--- src/rtl/assert_macros.svh ---
// ----------------------------------------------------------------------------
// assertion macros
// concurrent assertion wrappers, compiled out when NO_ASSERTIONS is set
// ----------------------------------------------------------------------------
`ifndef ASSERT_MACROS_SVH
`define ASSERT_MACROS_SVH

`ifndef NO_ASSERTIONS

// property must hold at every clock edge outside reset
`define FMFC_ASSERT(label, clk, rst, prop, msg) \
   label: assert property (@(posedge clk) disable iff (rst) prop) else $error(msg);

// expression must never be true outside reset
`define FMFC_NEVER(label, clk, rst, expr, msg) \
   label: assert property (@(posedge clk) disable iff (rst) !(expr)) else $error(msg);

`else

`define FMFC_ASSERT(label, clk, rst, prop, msg)
`define FMFC_NEVER(label, clk, rst, expr, msg)

`endif

`endif

--- src/rtl/fmfc_pkg.sv ---
// ----------------------------------------------------------------------------
// fmfc_pkg
// shared types and constants of the fix message framer and checker
// ----------------------------------------------------------------------------
package fmfc_pkg;

   // framing limits
   localparam int MAX_LENGTH_DIGITS = 10;
   localparam int VERSION_BYTES     = 7;
   localparam int BEGIN_TAG_LEN     = 2;
   localparam int LEN_TAG_LEN       = 2;
   localparam int SUM_TAG_LEN       = 3;
   localparam int SUM_DIGITS        = 3;

   // field widths
   localparam int BYTE_W    = 8;
   localparam int STATUS_W  = 4;
   localparam int VERSION_W = 56;
   localparam int LENGTH_W  = 32;
   localparam int COUNT_W   = 33;
   localparam int SUM_W     = 8;
   localparam int TRAILER_W = 10;
   localparam int POS_W     = $clog2(VERSION_BYTES + 1);
   localparam int DIGIT_W   = $clog2(MAX_LENGTH_DIGITS + 1);

   localparam logic [LENGTH_W-1:0] MAX_BODY_RESET = 32'd1048576;

   // characters
   localparam logic [BYTE_W-1:0] CHAR_SOH = 8'h01;
   localparam logic [BYTE_W-1:0] CHAR_0   = 8'h30;
   localparam logic [BYTE_W-1:0] CHAR_1   = 8'h31;
   localparam logic [BYTE_W-1:0] CHAR_8   = 8'h38;
   localparam logic [BYTE_W-1:0] CHAR_9   = 8'h39;
   localparam logic [BYTE_W-1:0] CHAR_EQ  = 8'h3D;

   // request modes
   localparam logic MODE_DATA   = 1'b0;
   localparam logic MODE_FINISH = 1'b1;

   // result status codes
   localparam logic [STATUS_W-1:0] ST_OK             = 4'd0;
   localparam logic [STATUS_W-1:0] ST_BEGIN_TAG      = 4'd1;
   localparam logic [STATUS_W-1:0] ST_BEGIN_SOH      = 4'd2;
   localparam logic [STATUS_W-1:0] ST_LEN_TAG        = 4'd3;
   localparam logic [STATUS_W-1:0] ST_LEN_NON_DIGIT  = 4'd4;
   localparam logic [STATUS_W-1:0] ST_LEN_TOO_LONG   = 4'd5;
   localparam logic [STATUS_W-1:0] ST_LEN_EMPTY      = 4'd6;
   localparam logic [STATUS_W-1:0] ST_LEN_OVER_LIMIT = 4'd7;
   localparam logic [STATUS_W-1:0] ST_SUM_TAG        = 4'd8;
   localparam logic [STATUS_W-1:0] ST_SUM_NON_DIGIT  = 4'd9;
   localparam logic [STATUS_W-1:0] ST_SUM_SOH        = 4'd10;
   localparam logic [STATUS_W-1:0] ST_MISMATCH       = 4'd11;
   localparam logic [STATUS_W-1:0] ST_FINISH_CLEAN   = 4'd12;
   localparam logic [STATUS_W-1:0] ST_FINISH_PARTIAL = 4'd13;

   // one request
   typedef struct packed {
      logic              mode;
      logic [BYTE_W-1:0] data_byte;
   } item_type;

   // one result
   typedef struct packed {
      logic [STATUS_W-1:0]  status;
      logic [VERSION_W-1:0] fix_version;
      logic [LENGTH_W-1:0]  body_length;
      logic [COUNT_W-1:0]   message_length;
      logic [SUM_W-1:0]     computed_sum;
      logic [TRAILER_W-1:0] received_sum;
   } result_type;

   // step control from the framing core
   typedef struct packed {
      logic fire;
      logic load;
   } step_type;

endpackage

--- src/rtl/fmfc_frame_core.sv ---
// ----------------------------------------------------------------------------
// fmfc_frame_core
// framing state and per-byte checks, one request per cycle unless stalled
// ----------------------------------------------------------------------------
`include "assert_macros.svh"

module fmfc_frame_core (
   input  logic                            clock,
   input  logic                            reset,
   input  logic                            item_valid,
   input  fmfc_pkg::item_type              item,
   input  logic                            out_free,
   input  logic                            csr_write_enable,
   input  logic [fmfc_pkg::LENGTH_W-1:0]   csr_write_data,
   output fmfc_pkg::step_type              step,
   output fmfc_pkg::result_type            result
);
   import fmfc_pkg::*;

   // framing phases
   localparam logic [3:0] PH_BEGIN      = 4'd0;
   localparam logic [3:0] PH_VERSION    = 4'd1;
   localparam logic [3:0] PH_BEGIN_SOH  = 4'd2;
   localparam logic [3:0] PH_LEN_TAG    = 4'd3;
   localparam logic [3:0] PH_LEN_DIGITS = 4'd4;
   localparam logic [3:0] PH_BODY       = 4'd5;
   localparam logic [3:0] PH_SUM_TAG    = 4'd6;
   localparam logic [3:0] PH_SUM_DIGITS = 4'd7;
   localparam logic [3:0] PH_SUM_SOH    = 4'd8;

   logic [3:0]           phase_ff,    phase_in,    phase_upd;
   logic [POS_W-1:0]     position_ff, position_in, position_upd;
   logic [VERSION_W-1:0] version_ff,  version_in,  version_upd;
   logic [DIGIT_W-1:0]   digits_ff,   digits_in,   digits_upd;
   logic [LENGTH_W-1:0]  declared_ff, declared_in, declared_upd;
   logic [LENGTH_W-1:0]  remain_ff,   remain_in,   remain_upd;
   logic [SUM_W-1:0]     sum_ff,      sum_in,      sum_upd;
   logic [TRAILER_W-1:0] trailer_ff,  trailer_in,  trailer_upd;
   logic [COUNT_W-1:0]   count_ff,    count_in,    count_upd;
   logic                 overflow_ff, overflow_in, overflow_upd;
   logic [LENGTH_W-1:0]  max_len_ff,  max_len_in;

   logic                 emit;
   logic [STATUS_W-1:0]  status;
   logic [BYTE_W-1:0]    data;
   logic [3:0]           digit;
   logic                 is_digit;
   logic [POS_W-1:0]     position_next;
   logic [LENGTH_W+3:0]  len_scaled;
   logic [TRAILER_W+3:0] trailer_scaled;
   logic [LENGTH_W-1:0]  remain_dec;
   logic                 fire;

   // byte decode
   assign data     = item.data_byte;
   assign digit    = data[3:0];
   assign is_digit = (data >= CHAR_0) && (data <= CHAR_9);

   // decimal accumulate: value times ten plus digit
   assign len_scaled = {1'b0, declared_ff, 3'b000} + {3'b000, declared_ff, 1'b0}
                     + {{LENGTH_W{1'b0}}, digit};
   assign trailer_scaled = {1'b0, trailer_ff, 3'b000} + {3'b000, trailer_ff, 1'b0}
                         + {{TRAILER_W{1'b0}}, digit};

   assign position_next = position_ff + 1'b1;
   assign remain_dec    = remain_ff - 1'b1;

   // per-byte framing step
   always_comb begin
      phase_upd    = phase_ff;
      position_upd = position_ff;
      version_upd  = version_ff;
      digits_upd   = digits_ff;
      declared_upd = declared_ff;
      remain_upd   = remain_ff;
      sum_upd      = sum_ff;
      trailer_upd  = trailer_ff;
      count_upd    = count_ff;
      overflow_upd = overflow_ff;
      emit         = 1'b0;
      status       = ST_OK;

      if (item.mode == MODE_FINISH) begin
         emit   = 1'b1;
         status = (count_ff == '0) ? ST_FINISH_CLEAN : ST_FINISH_PARTIAL;
      end else begin
         count_upd = count_ff + 1'b1;
         if (phase_ff < PH_SUM_TAG) begin
            sum_upd = sum_ff + data;
         end
         unique case (phase_ff)
            PH_VERSION: begin
               version_upd  = {version_ff[VERSION_W-BYTE_W-1:0], data};
               position_upd = position_next;
               if (position_next == POS_W'(VERSION_BYTES)) begin
                  position_upd = '0;
                  phase_upd    = PH_BEGIN_SOH;
               end
            end
            PH_BEGIN_SOH: begin
               if (data != CHAR_SOH) begin
                  emit   = 1'b1;
                  status = ST_BEGIN_SOH;
               end else begin
                  phase_upd = PH_LEN_TAG;
               end
            end
            PH_LEN_TAG: begin
               if (data != ((position_ff == '0) ? CHAR_9 : CHAR_EQ)) begin
                  emit   = 1'b1;
                  status = ST_LEN_TAG;
               end else if (position_next == POS_W'(LEN_TAG_LEN)) begin
                  position_upd = '0;
                  phase_upd    = PH_LEN_DIGITS;
               end else begin
                  position_upd = position_next;
               end
            end
            PH_LEN_DIGITS: begin
               priority if (is_digit) begin
                  if (digits_ff >= DIGIT_W'(MAX_LENGTH_DIGITS)) begin
                     emit   = 1'b1;
                     status = ST_LEN_TOO_LONG;
                  end else begin
                     digits_upd = digits_ff + 1'b1;
                     if (len_scaled[LENGTH_W+3:LENGTH_W] != '0) begin
                        overflow_upd = 1'b1;
                        declared_upd = '1;
                     end else begin
                        declared_upd = len_scaled[LENGTH_W-1:0];
                     end
                  end
               end else if (data != CHAR_SOH) begin
                  emit   = 1'b1;
                  status = ST_LEN_NON_DIGIT;
               end else if (digits_ff == '0) begin
                  emit   = 1'b1;
                  status = ST_LEN_EMPTY;
               end else if (overflow_ff || (declared_ff > max_len_ff)) begin
                  emit   = 1'b1;
                  status = ST_LEN_OVER_LIMIT;
               end else begin
                  remain_upd = declared_ff;
                  phase_upd  = (declared_ff != '0) ? PH_BODY : PH_SUM_TAG;
               end
            end
            PH_BODY: begin
               remain_upd = remain_dec;
               if (remain_dec == '0) begin
                  phase_upd = PH_SUM_TAG;
               end
            end
            PH_SUM_TAG: begin
               if (data != ((position_ff == '0) ? CHAR_1 :
                            (position_ff == POS_W'(1)) ? CHAR_0 : CHAR_EQ)) begin
                  emit   = 1'b1;
                  status = ST_SUM_TAG;
               end else if (position_next == POS_W'(SUM_TAG_LEN)) begin
                  position_upd = '0;
                  phase_upd    = PH_SUM_DIGITS;
               end else begin
                  position_upd = position_next;
               end
            end
            PH_SUM_DIGITS: begin
               if (!is_digit) begin
                  emit   = 1'b1;
                  status = ST_SUM_NON_DIGIT;
               end else begin
                  trailer_upd = trailer_scaled[TRAILER_W-1:0];
                  if (position_next == POS_W'(SUM_DIGITS)) begin
                     position_upd = '0;
                     phase_upd    = PH_SUM_SOH;
                  end else begin
                     position_upd = position_next;
                  end
               end
            end
            PH_SUM_SOH: begin
               emit = 1'b1;
               if (data != CHAR_SOH) begin
                  status = ST_SUM_SOH;
               end else if (trailer_ff == {{(TRAILER_W-SUM_W){1'b0}}, sum_ff}) begin
                  status = ST_OK;
               end else begin
                  status = ST_MISMATCH;
               end
            end
            default: begin
               // waiting for the begin tag
               if (data != ((position_ff == '0) ? CHAR_8 : CHAR_EQ)) begin
                  emit   = 1'b1;
                  status = ST_BEGIN_TAG;
               end else if (position_next == POS_W'(BEGIN_TAG_LEN)) begin
                  position_upd = '0;
                  phase_upd    = PH_VERSION;
               end else begin
                  position_upd = position_next;
               end
            end
         endcase
      end
   end

   // a request needs result space only when it produces a result
   assign fire      = item_valid && (!emit || out_free);
   assign step.fire = fire;
   assign step.load = fire && emit;

   // result fields as seen after this byte
   assign result.status         = status;
   assign result.fix_version    = version_upd;
   assign result.body_length    = declared_upd;
   assign result.message_length = count_upd;
   assign result.computed_sum   = sum_upd;
   assign result.received_sum   = trailer_upd;

   // state update, cleared after every result
   always_comb begin
      phase_in    = phase_ff;
      position_in = position_ff;
      version_in  = version_ff;
      digits_in   = digits_ff;
      declared_in = declared_ff;
      remain_in   = remain_ff;
      sum_in      = sum_ff;
      trailer_in  = trailer_ff;
      count_in    = count_ff;
      overflow_in = overflow_ff;
      if (fire) begin
         if (emit) begin
            phase_in    = PH_BEGIN;
            position_in = '0;
            version_in  = '0;
            digits_in   = '0;
            declared_in = '0;
            remain_in   = '0;
            sum_in      = '0;
            trailer_in  = '0;
            count_in    = '0;
            overflow_in = 1'b0;
         end else begin
            phase_in    = phase_upd;
            position_in = position_upd;
            version_in  = version_upd;
            digits_in   = digits_upd;
            declared_in = declared_upd;
            remain_in   = remain_upd;
            sum_in      = sum_upd;
            trailer_in  = trailer_upd;
            count_in    = count_upd;
            overflow_in = overflow_upd;
         end
      end
   end

   // body length limit register
   assign max_len_in = csr_write_enable ? csr_write_data : max_len_ff;

   always_ff @(posedge clock) begin
      if (reset) begin
         phase_ff    <= PH_BEGIN;
         position_ff <= '0;
         version_ff  <= '0;
         digits_ff   <= '0;
         declared_ff <= '0;
         remain_ff   <= '0;
         sum_ff      <= '0;
         trailer_ff  <= '0;
         count_ff    <= '0;
         overflow_ff <= 1'b0;
         max_len_ff  <= MAX_BODY_RESET;
      end else begin
         phase_ff    <= phase_in;
         position_ff <= position_in;
         version_ff  <= version_in;
         digits_ff   <= digits_in;
         declared_ff <= declared_in;
         remain_ff   <= remain_in;
         sum_ff      <= sum_in;
         trailer_ff  <= trailer_in;
         count_ff    <= count_in;
         overflow_ff <= overflow_in;
         max_len_ff  <= max_len_in;
      end
   end

   // checks
   `FMFC_ASSERT(a_clear_after_result, clock, reset, step.load |=> (phase_ff == PH_BEGIN && count_ff == '0), "framing state not cleared after result")
   `FMFC_ASSERT(a_count_in_frame, clock, reset, (phase_ff != PH_BEGIN) |-> (count_ff != '0), "message in progress with zero byte count")
   `FMFC_NEVER(a_body_remaining, clock, reset, phase_ff == PH_BODY && remain_ff == '0, "body phase with nothing remaining")

endmodule

--- config.mk ---
export PLATFORM = sky130hd
export DESIGN_NAME = fmfc_frame_core
export DESIGN_NICKNAME = d
export VERILOG_FILES = /design/src/rtl/fmfc_pkg.sv /design/src/rtl/fmfc_frame_core.sv
export VERILOG_INCLUDE_DIRS = /design/src /design/src/rtl
export SDC_FILE = /design/constraint.sdc
export NUM_CORES = 1
export LEC_CHECK = 0
export BUFFER_PORTS_ARGS = -buffer_cell sky130_fd_sc_hd__buf_4
export CORE_MARGIN = 4
export CORE_UTILIZATION = 30
export CTS_BUF_LIST = sky130_fd_sc_hd__clkbuf_2
export DETAILED_ROUTE_END_ITERATION = 6
export SYNTH_ARGS = -nofsm -noshare
export SYNTH_HDL_FRONTEND = slang
export SYNTH_SLANG_ARGS = --single-unit
export TNS_END_PERCENT = 5
--- constraint.sdc ---
create_clock -name clock -period 6.1 [get_ports clock]
set_input_delay 1.22 -clock clock [delete_from_list [all_inputs] [get_ports clock]]
set_output_delay 1.22 -clock clock [all_outputs]
set_load 0.05 [all_outputs]
* Word-level counts from Yosys, hierarchy flattened
Index checks and enable logic that the tools add are counted.
** Word-level totals
- Bits in registers :: 215
- Bits of input ports :: 46
- Output and inout port bits :: 145
- Word-level logic and storage cells :: 181
** Operators by class
- Add/subtract/negate cells :: 9
- Magnitude comparators :: 5
- Equality and inequality tests :: 36
- Multiplexer cells :: 96
- Reduce and logical (&&, ||, !) cells :: 24
** Operator list (count)
- $mux 32 :: 12
- $mux 56 :: 3
- $mux 4 :: 30
- $mux 33 :: 2
- $pmux 32 s2 :: 1
- $mux 3 :: 15
- $mux 10 :: 4
- $ne 3x3->1 const B :: 13
- $add 35x33->36 :: 1
- $add 36x4->36 :: 1
- $add 33x1->33 const B :: 1
- $logic_not 33->1 :: 1
- $gt 32x32->1 :: 1
- $logic_not 32->1 :: 1
- $pmux 4 s8 :: 1
- $reduce_bool 32->1 :: 1
- $sub 32x1->32 const B :: 1
- $pmux 4 s7 :: 1
- $mux 8 :: 3
- $ne 8x6->1 :: 3
- $mux 1 :: 19
- $reduce_and 18->1 :: 1
- $eq 4x3->1 const B :: 4
- $pmux 3 s5 :: 1
- other kinds (37) :: 49

* Logic depth before layout (Yosys ltp)
- Depth in word-level cells :: 12
- Depth in mapped cells :: 15

* Least setup slack after synthesis
Ideal clock, no wire load.
- Path kind :: input to output
- Start :: input port item[3] in the netlist's numbering
- End :: output port result[78] in the netlist's numbering
- Arrival time :: 4.895 ns
- Required time :: 4.880 ns
- Slack :: -0.015 ns
- Stages on the path :: 12
- Cell sequence :: fa_1 fa_1 a211oi_1 nor2_1 o21ai_0 o211ai_1 a21oi_1 a311oi_1 o21ai_1 clkbuf_1 nor2_1 a21oi_1
** RTL lines
- start: declaration :: RTL line fmfc_frame_core.sv:11 : input fmfc_pkg::item_type item,
- end: declaration :: RTL line fmfc_frame_core.sv:16 : output fmfc_pkg::result_type result

==> qor.csv <==
metric,value,unit
vias in the first global route,15160,
commonest register cell after synthesis,dfxtp_1,
P&R area growth vs syn,18.63,%
maximum clock path buffer count,3,
Initial Util,30.30,%
detailed-route DRC error count,0,
largest net degree at the start of global routing,94,
DP HPWL,39.05,mm
max-cap check violation count,0,
r2r endpoint,position_ff[1]$_SDFFE_PP0P_,
footprint of the multi-input gates,0.01053,mm²
hold path depth,2,
Core Box Area,0.05130,mm²
final core utilization,35.94,%
Max-Slew Margin vs Limit,24.99,%
type of origin of the critical path,flip-flop,
die height,235.6,µm
hold endpoint,version_ff[55]$_SDFFE_PP0P_,
#FFs+latches synth,215,
synth warn,0,
required time worst endpoint,4.88,ns
Final Slew Violations,0,
post-synthesis cell count,2003,
CP endpoint kind,output pin,
vias,15740,
Row Count,83,
largest fanout on the critical path,14,
unrepaired setup endpoints after global routing,no,
CTS buffer count,66,
fmax,171.8,MHz
Routability Congestion,0.9196,
worst r2r path cells,11,
Worst path max stage delay,0.44,ns
async set-reset flop share out of synthesis,0,%
via/cell ratio,5.407,
period utilisation layout,95.45,%
layout cells sized above 1,20.69,%
worst path cell trace,"buf_4, ha_1, ha_1, fa_1, a211oi_1, nor2_1, o21ai_2, o211ai_1, a21oi_1, nor3b_2, o21ai_2, buf_4, a21oi_1, a21oi_1, buf_4",
sequential cell area,0.004319,mm²
HP Class,flip-flop to flip-flop,
Clock Latency Late Sink,1.03,ns
critical setup path kind,flip-flop to output pin,
Routed WL,54.23,mm
Worst-path clk slew,0.09,ns
grt ovf,0,
first drt pass iteration count,5,
FILL cells,5428,
wire length of the first global-routing pass,84.95,mm
Max VDD drop,0.09903,mV
clk sinks,215,
worst r2r src,declared_ff[29]$_SDFFE_PP0P_,
Hold Buf Count CTS,0,
die width,235.6,µm
DRT antenna net count,0,
Yosys top cell by area,dfxtp_1,
Slowest cell on crit path,fa_1,
nets,2355,
status,completed,
worst hold start,version_ff[55]$_SDFFE_PP0P_,
Post-Syn Area,0.01554,mm²
drt initial violations,1069,
sequential fraction of the synthesis area,27.69,%
I/O Buffers,190,
syn_nets,2181,
# IOs,191,
Final Skew,0.1087,ns
Total Power,2.900,mW
Power Density,157.3,mW/mm²
slack of the worst reg-to-reg path,1.42,ns
CTS tree,yes,
mean post-synth cell area,7.760,µm²
Slew @ Worst Pin,1.125,ns
Post-synth EDFFs,0,
synth top area cells,"dfxtp_1, ha_1, a21oi_1",
Die ar.,0.05552,mm²
Leakage,7.867,nW
Avg WL per Cell,18.63,µm
initial antenna violation count,3,
post-layout min period,5.822,ns
Root Buffer,clkbuf_2,
critical path arrival,4.60,ns
endpoints failing setup,0,
share of the synthesized area in the top cell type,27.69,%
Global Route Usage Sum,18.65,%
"Distinct cells, synth",86,
final hold viol count,0,
H-tree levels,3,
## synthesized netlist by cell type (all sizes together) (9+ instances only)
cell type,instances
nand4,19
a211oi,11
nor4,35
o21ai,91
nor2,175
ha,127
a31oi,15
xnor2,70
clkbuf,111
a21oi,243
mux2i,34
nand2,214
xor2,30
o21bai,10
mux2,66
and2,15
nor3,36
nand3,134
nand3b,11
dfxtp,215
buf,23
nor2b,10
or4,9
or3,20
and3,18
o2111ai,20
inv,67
o211ai,10
o21a,9
o2bb2ai,20
a21o,29
## how the worst max path moves through the flow
stage                                      startpoint          to  slack [ns]  cells after the start
after floorplan                               item[3]  result[79]       -0.02                     12
after detailed placement                      item[3]  result[76]        0.10                     14
final                     declared_ff[0]$_SDFFE_PP0P_  result[76]        0.28                     15
after global placement                        item[3]  result[76]        0.16                     14
after CTS                 declared_ff[2]$_SDFFE_PP0P_  result[76]        0.03                     13
after global routing      declared_ff[2]$_SDFFE_PP0P_  result[81]        0.02                     13
## cells in the final DEF (no fill, tap or decap), types with 30 or more instances in the layout
master / synthesis / routed
inv_1: 67 / 67
clkbuf_2: 0 / 95
nand3_1: 134 / 134
mux2_2: 66 / 66
nor3_1: 35 / 33
xnor2_1: 70 / 70
a21oi_1: 242 / 240
xor2_1: 30 / 30
o21ai_0: 77 / 75
nor2_1: 174 / 172
ha_1: 127 / 127
mux2i_1: 34 / 34
nor4_1: 33 / 33
buf_4: 3 / 239
nand2_1: 213 / 212
dfxtp_1: 215 / 203
## registers in the layout (all words and copies together), names as in the netlist
register     flops
count_ff        33
declared_ff     32
digits_ff        4
max_len_ff      32
overflow_ff      1
phase_ff         4
position_ff      3
remain_ff       32
sum_ff           8
trailer_ff      10
version_ff      56
## power breakdown
group          internal, mW  total [mW]  switching [mW]  leakage, nW
Combinational        0.0677       0.203           0.135         5.64
Sequential             1.41        1.42         0.00630         1.74
Clock                 0.555        1.28           0.721        0.488
## through the flow
| step | instances | setup TNS (ns) | setup WS, ns | instance area [µm²] | hold slack [ns] |
|---|---|---|---|---|---|
| final | 2911 | 0 | 0.2776 | 18440 | 0.4677 |
| after global routing | 2911 | 0 | 0.01626 | 18440 | 0.3941 |
| after CTS | 2905 | 0 | 0.03453 | 18370 | 0.3545 |
| after detailed placement | 2786 | 0 | 0.1006 | 17700 | 0.4590 |
| after global placement | 2786 | 0 | 0.1579 | 17700 | 0.4507 |
| after floorplan | 2003 | -0.1840 | -0.01511 | 15550 | 0.4437 |
## metal layers
layer,wire length [µm],vias up,share of wire (%),global-route usage [%]
li1,-,7640,-,-
met1,23610,7536,44,23.52
met3,3755,100,6.9,5.518
met4,1343,2,2.5,5.891
met2,25510,461,47,30.71
met5,10,-,0.018,0
## repair_timing
item | in CTS | in global routing
pin swaps | 0 | 1
resized for setup | 4 | 16
buffers inserted | 0 | 3
endpoints found under the setup margin | 32 | 32
## worst max-delay path: cells and delay by family, from the launching register on
| family | cells | cell delay [ns] |
|---|---|---|
| AOI/OAI and AO/OA | 7 | 1.33 |
| adders and majority gates | 3 | 0.86 |
| buffers and inverters | 3 | 0.61 |
| DFF | 1 | 0.39 |
| and+or+nand+nor | 2 | 0.41 |
## cell families (layout without fill, tap and decap cells)
family	Yosys count	count (layout)	share of synthesized area, %
other cells	0	3	0
buf+inv	201	426	5.103
mux	100	100	6.971
flops	215	215	27.69
fa+ha+maj	132	132	10.87
compound gates	522	522	20.87
simple gates	733	733	22.86
xor+xnor	100	100	5.635
## final cells by class
| type | count | area share (%) |
|---|---|---|
| Multi-Input combinational cell | 1587 | 57.10 |
| Sequential cell | 215 | 23.42 |
| Timing Repair Buffer | 240 | 9.839 |
| Tap cell | 680 | 4.614 |
| Clock buffer | 95 | 2.578 |
| Inverter | 67 | 1.364 |
| Clock inverter | 24 | 1.045 |
| Antenna cell | 3 | 0.04071 |
(Power assumes the default switching activity.)
